[config.mk]
export PLATFORM = sky130hd
export DESIGN_NAME = scbs_ctrl
export DESIGN_NICKNAME = d
export VERILOG_FILES = /design/src/hw/rtl/scbs_pkg.sv /design/src/hw/rtl/scbs_ctrl.sv
export SDC_FILE = /design/constraint.sdc
export NUM_CORES = 1
export LEC_CHECK = 0
export ABC_AREA = 1
export BUFFER_PORTS_ARGS = -buffer_cell sky130_fd_sc_hd__buf_2
export CORE_UTILIZATION = 45
export CTS_BUF_LIST = sky130_fd_sc_hd__clkbuf_4
export CTS_CLUSTER_SIZE = 10
export DETAILED_ROUTE_END_ITERATION = 6
export GPL_ROUTABILITY_DRIVEN = 0
export MAX_ROUTING_LAYER = met4
export PLACE_DENSITY_LB_ADDON = 0.15
export SETUP_SLACK_MARGIN = 0.15
export SLEW_MARGIN = 5
export SYNTH_ARGS = -nofsm -noshare
export SYNTH_HDL_FRONTEND = slang
export SYNTH_SLANG_ARGS = --single-unit
[constraint.sdc]
create_clock -name clock -period 1.7 [get_ports clock]
set_input_delay 0.34 -clock clock [delete_from_list [all_inputs] [get_ports clock]]
set_output_delay 0.34 -clock clock [all_outputs]
set_load 0.02 [all_outputs]
[src/hw/rtl/scbs_pkg.sv]
// Shared types, constants and sine table builder for the stereo buss saturator.
`default_nettype none

package scbs_pkg;

   localparam int SAMPLE_BITS_DEF = 24;
   localparam int TRIG_DEPTH_DEF  = 1024;

   localparam int CSR_INDEX_BITS = 2;
   localparam int CSR_DATA_BITS  = 17;
   localparam logic [CSR_INDEX_BITS-1:0] CSR_SUB_TRIM       = 2'd0;
   localparam logic [CSR_INDEX_BITS-1:0] CSR_SLEW_THRESHOLD = 2'd1;

   localparam logic [15:0] SUB_TRIM_RESET = 16'd18455;
   localparam logic [16:0] SLEW_THR_RESET = 17'd47055;

   localparam logic signed [33:0] TURN_PER_RAD = 34'sd683565276;
   localparam logic [31:0]        COS_OFFSET   = 32'h4000_0000;
   localparam logic [33:0]        WONE_Q28     = 34'd268435456;
   localparam logic signed [35:0] CLIP_POS     = 36'sd751619277;
   localparam logic signed [35:0] CLIP_NEG     = -36'sd751619277;
   localparam logic [29:0]        THREE_Q28    = 30'd805306368;
   localparam logic signed [32:0] U_CLAMP_POS  = 33'sd67108864;
   localparam logic signed [32:0] U_CLAMP_NEG  = -33'sd67108864;
   localparam logic signed [36:0] ONE_POS      = 37'sd268435456;
   localparam logic signed [36:0] ONE_NEG      = -37'sd268435456;
   localparam logic [5:0]         DIV_LAST     = 6'd32;

   localparam longint unsigned HALF_PI_Q30 = 64'd1686629713;
   localparam longint unsigned QONE        = 64'd1073741824;

   typedef enum logic [4:0] {
      OP_NOP, OP_LOAD, OP_MTRIM, OP_GETU, OP_SSCALE, OP_TPHASE, OP_TADDR, OP_TRDA,
      OP_TRDB, OP_TINT, OP_TSUM, OP_SMUL1, OP_SV, OP_SMUL2, OP_SZ, OP_SUBT, OP_AMUL,
      OP_AWR, OP_CLIP, OP_DIV, OP_DIVEND, OP_COSARG, OP_SLMUL, OP_SLEW, OP_FINAL
   } dp_op_type;

   typedef enum logic [4:0] {
      CS_IDLE, CS_LOAD, CS_MTRIM, CS_GETU, CS_SSCALE, CS_TPHASE, CS_TADDR, CS_TRDA,
      CS_TRDB, CS_TINT, CS_TSUM, CS_SMUL1, CS_SV, CS_SMUL2, CS_SZ, CS_SUBT, CS_AMUL,
      CS_AWR, CS_CLIP, CS_DIV, CS_DIVEND, CS_COSARG, CS_SLMUL, CS_SLEW, CS_FINAL,
      CS_PUBLISH
   } ctrl_state_type;

   typedef struct packed {
      dp_op_type  op;
      logic       chan;
      logic [1:0] stage;
      logic       cos;
      logic       capture;
      logic       publish;
   } dp_cmd_type;

   typedef struct packed {
      logic div_last;
   } dp_status_type;

   // Q1.30 sine of a phase in 2^-32 turns, odd Taylor series mirrored from the first quadrant
   function automatic logic signed [31:0] sine_entry(input longint unsigned p);
      longint unsigned q;
      longint unsigned r;
      longint unsigned x;
      longint unsigned x2;
      longint unsigned t;
      longint unsigned s;
      q = (p >> 30) & 64'd3;
      r = p & 64'h3FFF_FFFF;
      if (q[0]) r = 64'h4000_0000 - r;
      x  = (r * HALF_PI_Q30) >> 30;
      x2 = (x * x) >> 30;
      t  = QONE;
      t  = QONE - (((x2 * t) >> 30) / 64'd110);
      t  = QONE - (((x2 * t) >> 30) / 64'd72);
      t  = QONE - (((x2 * t) >> 30) / 64'd42);
      t  = QONE - (((x2 * t) >> 30) / 64'd20);
      t  = QONE - (((x2 * t) >> 30) / 64'd6);
      s  = (x * t) >> 30;
      return q[1] ? -32'(s) : 32'(s);
   endfunction

endpackage

`default_nettype wire

[src/hw/rtl/scbs_ctrl.sv]
// Controller: sequences the datapath through both channels and runs the handshakes.
`default_nettype none

module scbs_ctrl
   import scbs_pkg::*;
(
   input  wire logic          clock,
   input  wire logic          reset,
   input  wire logic          req_valid,
   output logic               req_stall,
   output logic               rsp_valid,
   input  wire logic          rsp_stall,
   input  wire dp_status_type status,
   output dp_cmd_type         cmd
);

   ctrl_state_type state_ff, state_in;
   logic           chan_ff, chan_in;
   logic [1:0]     stage_ff, stage_in;
   logic [1:0]     att_ff, att_in;
   logic           cos_ff, cos_in;
   logic           rsp_valid_ff, rsp_valid_in;
   logic           slot_free;
   logic           publish;

   assign slot_free = !rsp_valid_ff || !rsp_stall;
   assign publish   = (state_ff == CS_PUBLISH) && slot_free;

   always_comb begin
      state_in = state_ff;
      chan_in  = chan_ff;
      stage_in = stage_ff;
      att_in   = att_ff;
      cos_in   = cos_ff;
      unique case (state_ff)
         CS_IDLE: begin
            if (req_valid) begin
               state_in = CS_LOAD;
               chan_in  = 1'b0;
            end
         end
         CS_LOAD:  state_in = CS_MTRIM;
         CS_MTRIM: state_in = CS_GETU;
         CS_GETU: begin
            state_in = CS_SSCALE;
            stage_in = 2'd0;
         end
         CS_SSCALE: begin
            state_in = CS_TPHASE;
            cos_in   = 1'b0;
         end
         CS_TPHASE: state_in = CS_TADDR;
         CS_TADDR:  state_in = CS_TRDA;
         CS_TRDA:   state_in = CS_TRDB;
         CS_TRDB:   state_in = CS_TINT;
         CS_TINT:   state_in = CS_TSUM;
         CS_TSUM:   state_in = cos_ff ? CS_SLMUL : CS_SMUL1;
         CS_SMUL1:  state_in = CS_SV;
         CS_SV:     state_in = CS_SMUL2;
         CS_SMUL2:  state_in = CS_SZ;
         CS_SZ: begin
            if (stage_ff == 2'd2) begin
               state_in = CS_SUBT;
            end else begin
               state_in = CS_SSCALE;
               stage_in = stage_ff + 1'b1;
            end
         end
         CS_SUBT: begin
            state_in = CS_AMUL;
            att_in   = 2'd0;
         end
         CS_AMUL: state_in = CS_AWR;
         CS_AWR: begin
            att_in = att_ff + 1'b1;
            priority if (att_ff == 2'd0) state_in = CS_CLIP;
            else if (att_ff == 2'd1) state_in = CS_COSARG;
            else state_in = CS_FINAL;
         end
         CS_CLIP: state_in = CS_DIV;
         CS_DIV: begin
            if (status.div_last) state_in = CS_DIVEND;
         end
         CS_DIVEND: state_in = CS_AMUL;
         CS_COSARG: begin
            state_in = CS_TPHASE;
            cos_in   = 1'b1;
         end
         CS_SLMUL: state_in = CS_SLEW;
         CS_SLEW:  state_in = CS_AMUL;
         CS_FINAL: begin
            if (!chan_ff) begin
               state_in = CS_LOAD;
               chan_in  = 1'b1;
            end else begin
               state_in = CS_PUBLISH;
            end
         end
         CS_PUBLISH: begin
            if (slot_free) state_in = CS_IDLE;
         end
         default: state_in = CS_IDLE;
      endcase

      priority if (publish) rsp_valid_in = 1'b1;
      else if (!rsp_stall) rsp_valid_in = 1'b0;
      else rsp_valid_in = rsp_valid_ff;
   end

   always_comb begin
      cmd.chan    = chan_ff;
      cmd.stage   = stage_ff;
      cmd.cos     = cos_ff;
      cmd.capture = (state_ff == CS_IDLE) && req_valid;
      cmd.publish = publish;
      unique case (state_ff)
         CS_LOAD:   cmd.op = OP_LOAD;
         CS_MTRIM:  cmd.op = OP_MTRIM;
         CS_GETU:   cmd.op = OP_GETU;
         CS_SSCALE: cmd.op = OP_SSCALE;
         CS_TPHASE: cmd.op = OP_TPHASE;
         CS_TADDR:  cmd.op = OP_TADDR;
         CS_TRDA:   cmd.op = OP_TRDA;
         CS_TRDB:   cmd.op = OP_TRDB;
         CS_TINT:   cmd.op = OP_TINT;
         CS_TSUM:   cmd.op = OP_TSUM;
         CS_SMUL1:  cmd.op = OP_SMUL1;
         CS_SV:     cmd.op = OP_SV;
         CS_SMUL2:  cmd.op = OP_SMUL2;
         CS_SZ:     cmd.op = OP_SZ;
         CS_SUBT:   cmd.op = OP_SUBT;
         CS_AMUL:   cmd.op = OP_AMUL;
         CS_AWR:    cmd.op = OP_AWR;
         CS_CLIP:   cmd.op = OP_CLIP;
         CS_DIV:    cmd.op = OP_DIV;
         CS_DIVEND: cmd.op = OP_DIVEND;
         CS_COSARG: cmd.op = OP_COSARG;
         CS_SLMUL:  cmd.op = OP_SLMUL;
         CS_SLEW:   cmd.op = OP_SLEW;
         CS_FINAL:  cmd.op = OP_FINAL;
         default:   cmd.op = OP_NOP;
      endcase
      req_stall = (state_ff != CS_IDLE);
      rsp_valid = rsp_valid_ff;
   end

   always_ff @(posedge clock) begin
      if (reset) begin
         state_ff     <= CS_IDLE;
         chan_ff      <= 1'b0;
         stage_ff     <= 2'd0;
         att_ff       <= 2'd0;
         cos_ff       <= 1'b0;
         rsp_valid_ff <= 1'b0;
      end else begin
         state_ff     <= state_in;
         chan_ff      <= chan_in;
         stage_ff     <= stage_in;
         att_ff       <= att_in;
         cos_ff       <= cos_in;
         rsp_valid_ff <= rsp_valid_in;
      end
   end

   a_rsp_rise_from_publish: assert property (@(posedge clock) disable iff (reset)
      $rose(rsp_valid_ff) |-> $past(state_ff == CS_PUBLISH))
      else $error("result beat raised outside publish");

   a_div_holds: assert property (@(posedge clock) disable iff (reset)
      (state_ff == CS_DIV && !status.div_last) |=> (state_ff == CS_DIV))
      else $error("divider left before last quotient bit");

   a_stage_range: assert property (@(posedge clock) disable iff (reset)
      stage_ff != 2'd3)
      else $error("sub stage index out of range");

   a_chan_switch: assert property (@(posedge clock) disable iff (reset)
      !$stable(chan_ff) |-> $past(state_ff == CS_FINAL || state_ff == CS_IDLE))
      else $error("channel changed mid computation");

   a_publish_free: assert property (@(posedge clock) disable iff (reset)
      (state_ff == CS_PUBLISH && rsp_valid_ff && rsp_stall) |=> (state_ff == CS_PUBLISH))
      else $error("publish left while output slot occupied");

endmodule

`default_nettype wire

# Word level (Yosys, flattened, before mapping)
# Memories as Yosys holds them, arrays and structs flattened. A register that Yosys moved wholly into a read port is not among the register bits.
# Index checks and enable logic that the tools add are counted.
[totals]
in_bits = 5
reg_bits = 12
romBits = 160
memories = 1
[op_classes]
mux = 19
n_addsub = 2
eq_ne = 32
n_reduce_logical = 17
[mem_list]
columns = ["memory", "depth", "word_bits", "rd", "rd_ports_with_merged_regs", "wr", "line_no", "source"]
rows = [
  ["(name not given)", 32, 5, 1, 1, 0, "scbs_ctrl.sv:116", "unique case (state_ff)"],
]
[op_table]
columns = ["op", "n"]
rows = [
  ["one-hot mux 5 bit (23 select lines)", 1],
  ["== test 5 bit, second input constant", 10],
  ["== test 5 x 4 -> 1 bit, second input constant", 8],
  ["2-to-1 mux 5 bit", 7],
  ["== test 5 x 3 -> 1 bit, second input constant", 4],
  ["2-to-1 mux 4 bit", 3],
  ["== test 5 x 2 -> 1 bit, second input constant", 2],
  ["inequality test 2 bit, second input constant", 4],
  ["one-hot mux 2 bit (2 select lines)", 2],
  ["nonzero test 2 bit", 4],
  ["== test 5 x 1 -> 1 bit, second input constant", 1],
  ["zero test 5 bit", 1],
  ["nonzero test 5 bit", 1],
  ["adder 2 x 1 -> 2 bit, second input constant", 2],
  ["one-hot mux 1 bit (2 select lines)", 2],
  ["AND reduction 2 bit", 2],
  ["2-to-1 mux 1 bit", 3],
  ["AND reduction 3 bit", 1],
  ["OR reduction 3 bit", 1],
  ["== test 2 x 1 -> 1 bit, second input constant", 1],
  ["== test 2 bit, second input constant", 1],
  ["logical AND 1 bit", 2],
  ["zero test 1 bit", 2],
  ["zero test 2 bit", 1],
  ["4 further kinds", 4],
]

# Depth between registers and ports, before layout
[logic_depth]
word_depth = 6
depth_mapped = 12

# Least setup slack after synthesis
# Ideal clock, no wire load.
[synth_timing]
path_type = "reg2reg"
from = "register state_ff[3]"
to = "register cmd[10] (netlist name)"
required_ps = 1583
path_buffers = 0
slack_ps = 143
t_arrival_ps = 1439
path_stages_with_launch = 9
period_less_slack_ps = 1557
cell_sequence = "dfxtp_1 -> nor2_4 -> nand3_1 -> nor2_1 -> nor2_2 -> nand3_1 -> nand3_1 -> nand3_2 -> a21oi_1"
[synth_between]
elab_chain_len = 5
word_cells_on_any_way = 35
[synth_lines]
columns = ["item", "line_no", "source"]
rows = [
  ["from (decl)", "scbs_ctrl.sv:17", "ctrl_state_type state_ff, state_in;"],
  ["from (signal assigned)", "scbs_ctrl.sv:156", "state_ff <= state_in;"],
  ["== test 5 bit (tied with other cells)", "scbs_ctrl.sv:35", "unique case (state_ff)"],
  ["OR reduction 3 bit (no line) (tied with other cells)", "n/a", ""],
  ["one-hot mux 5 bit (23 select lines) or AND reduction 3 bit (tied branches)", "n/a", ""],
  ["2-to-1 mux 5 bit (no line) * (2 in a row)", "n/a", ""],
]
# Every way passes the cells marked *; elsewhere a longest branch is shown, timed or not.
# A chain may end at the register's enable or synchronous reset.

# Worst setup path after layout
[layout_timing]
from = "register state_ff[0]"
to = "register cmd[6] (netlist name)"
[layout_between]
elab_chain_len = 5
word_cells_on_any_way = 35
[layout_lines]
columns = ["item", "line_no"]
rows = [
  ["== test 5 bit (tied with other cells)", "scbs_ctrl.sv:35"],
  ["OR reduction 3 bit (no line) (tied with other cells)", "n/a"],
  ["one-hot mux 5 bit (23 select lines) or AND reduction 3 bit (tied branches)", "n/a"],
  ["2-to-1 mux 5 bit (no line) * (2 in a row)", "n/a"],
]
# Marked as above.

==> results.md <==
- Grt ovf: 0
- Logic pwr share: 58.8%
- Clk_lat worst skew: 300 ps
- Maxcap violations: 0
- CP Capture Type: register
- Int Pwr: 987 µW
- Antenna cells: 0
- Mapped Nets: 190
- Post-synth top flop: dfxtp_1
- Crit path required time: 1940 ps
- Row count: 17
- Synth top cells by count: nand2_1 (42), nor2_1 (28), nand3_1 (24)
- Status: finished, final reports clean
- CTS root buffer: clkbuf_4
- R2R depth: 9
- Die Y: 52.1 µm
- Ranking of synthesized cells by area: dfxtp_1 (30%), nand2_1 (14%), nand3_1 (11%), nor2_1 (9.3%), inv_1 (7.6%)
- Fin. Hold Viols: 0
- Synth Area in XOR/XNOR: 0%
- Synth Area in Adders: 4.42%
- Area Growth Syn to Fin: 31.4%
- Hold Path Depth: 3
- Overall routed net length: 3340 µm
- Synth Area per Inst: 6.25 µm²
- Post-synthesis compound-gate area fraction: 8.19%
- Ys Warns: 0
- Worst EP arrival: 1860 ps
- Simple logic cell fraction of the synthesized area: 44.0%
- Switching Share: 49.8%
- Synthesized area: 1130 µm²
- First-pass GRT wire length: 4840 µm
- Worst path max stage delay: 430 ps
- Drt pass-1 iters: 5
- Highest Clock Rate: 618 MHz
- Mux cell area share after synthesis: 0%
- I/O pin total: 18
- Unrepaired setup endpoints after global routing: yes
- Cts hold-fix bufs: 0
- Final Setup Violations: 0
- Worst slew pin tran: 337 ps
- Post-Layout Cell Count: 234
- TritonCTS buffer count: 3
- Slew headroom: 77.4%
- Clock power frac: 12.1%
- Fin area: 1490 µm²
- Placed instance count: 224
- Cell Pwr Density: 1320 nW/µm²
- Dominant cell type by area after synthesis: dfxtp_1
- Max-slew violations: 0
- Post-synth top area share: 30.1%
- Fin crit share: 95.2%
- Top-count cell post-synth: nand2_1
- Setup Skew: 8.09 ps
- Main combinational cell family by area after synthesis: simple AND/OR/NAND/NOR gates
- Crit-path slowest cell: dfxtp_4
- Detail Route Antenna Nets: 0
- Instance area at placement: 1250 µm²
- Period minus WS final: 1620 ps
- Die area: 2720 µm²
- Pin count of the biggest net entering global routing: 12
- Psw: 978 µW
- Seq pwr share: 29.1%
- Pleak: 0.791 nW
- Starting density of the core: 49.2%
- Critical Path Start Type: register
- Clock transition at path regs: 120 ps
- Post-synth EDFFs: 0
- #FFs+latches synth: 17
- Vias per inst: 5.53
- Share of cells above drive strength 1: 37.9%
- WS Path Type: reg2reg
- Final HPWL DP: 2130 µm
- Nets: 216
- CTS tree: built
- Tot GR Track Use: 25.2%
- Number of library cell types mapped by synthesis: 21
- Hold Path Class: in2reg
- Vias: 1293
- Clock Path Buffers: 2
- Post-Syn Instances: 181
- Sequential fraction of the synthesis area: 30.1%
- Finished Core Util: 64.7%
- CTS sink count: 17
- Post-route DRC: 0
- # H-tree levels: 1
- Die Width: 52.1 µm
- WL/cell: 14.3 µm
- Core area: 2300 µm²
- Initial DRC Count: 84
- VDD IR-drop max: 1.00 mV
- Crit-path max FO: 7
- Initial antenna violation count: 0
- Vias in the first global route: 1134
- Port buffer count: 17
- Crit-path most repeated cell: o21ai_0
- Crit-path cells: nor2_4 > buf_4 > o21ai_0 > o21ai_0 > nor2_1 > nand2_1 > nand3_2 > inv_2 > a21oi_1
- Fillers: 194
- Async set or reset register ratio after synthesis: 0%
-- cells by family (layout without fill, tap and decap cells) --
logic type / Yosys count / after routing
AND/OR/NAND/NOR: 107 / 107
flip-flops: 17 / 17
AO/OA/AOI/OAI: 17 / 17
buffers and inverters: 36 / 61
adder cells (fa/ha/maj): 4 / 4
-- area by class of cell --
type	instances	area, µm²	area share, %
Tap cell	28	35.0	2.36
Clock buffer	3	22.5	1.52
Sequential cell	17	357	24.0
Multi-Input combinational cell	128	759	51.1
Inverter	30	120	8.08
Timing Repair Buffer	27	185	12.5
Clock inverter	1	7.51	0.505
-- registers in the layout (all words and copies together) (netlist names) --
signal / count
rsp_valid: 1
cmd: 5
chan_ff: 1
state_ff: 5
att_ff: 2
cos_ff: 1
stage_ff: 2
-- path summary, 6_finish.rpt --
kind,startpoint,to,slack (ps)
worst max-delay path,state_ff[0]$_SDFFE_PP0N_,cmd[6]$_DFF_P_,80
worst min register to register,att_ff[1]$_SDFFE_PP0P_,att_ff[1]$_SDFFE_PP0P_,470
worst min-delay path,rsp_stall,rsp_valid$_SDFFE_PP0P_,300
worst max register to register,state_ff[0]$_SDFFE_PP0N_,cmd[6]$_DFF_P_,80
-- critical path: cells and delay by family, from the launching register on --
| kind | cells | cell delay, ps |
|---|---|---|
| AND/OR/NAND/NOR | 4 | 460 |
| AO/OA/AOI/OAI | 3 | 450 |
| buffers and inverters | 2 | 220 |
| flip-flops | 1 | 430 |
-- layout by cell type (no fill, tap or decap), drive strengths merged --
| cell type | n |
|---|---|
| buf | 27 |
| ha | 4 |
| dfxtp | 17 |
| nor2 | 35 |
| clkbuf | 3 |
| clkinvlp | 1 |
| nand3b | 1 |
| nand2 | 43 |
| inv | 30 |
| nand3 | 25 |
| o21ai | 4 |
| a21oi | 11 |
| a31oi | 1 |
| a211oi | 1 |
| nor3 | 3 |
-- layer usage --
| layer | vias up | track usage [%] | share of wire [%] |
|---|---|---|---|
| li1 | 612 | - | - |
| met1 | 574 | 29.7 | 38 |
| met2 | 80 | 40.6 | 48 |
| met3 | 27 | 5.56 | 7.9 |
| met4 | 0 | 11.8 | 6.1 |
| met5 | - | - | 0 |
-- power groups by stage --
stage	sequential [mW]	clock, mW	combinational, mW
after floorplan	0.572	0	0.552
after global placement	0.536	0	0.819
after detailed placement	0.539	0	0.825
after CTS	0.560	0.243	0.937
after global routing	0.580	0.254	1.23
final	0.571	0.238	1.15
-- metrics by stage --
| stage | hold WS [ps] | total power, mW | setup slack (ps) | setup TNS, ps |
|---|---|---|---|---|
| 6_report | 301 | 1.96 | 81.7 | 0 |
| 3_3_place_gp | 449 | 1.35 | 65.4 | 0 |
| 5_1_grt | 310 | 2.06 | -10.2 | -10.2 |
| 4_1_cts | 301 | 1.74 | 121 | 0 |
| 3_5_place_dp | 458 | 1.36 | 30.4 | 0 |
| 2_1_floorplan | 439 | 1.12 | 250 | 0 |
-- timing repair --
item	CTS	global route
hold endpoints to repair	0	0
buffers inserted	4	2
resized for setup	25	22
pin swaps	2	4
setup endpoints to repair	11	10
(Power assumes the default switching activity.)
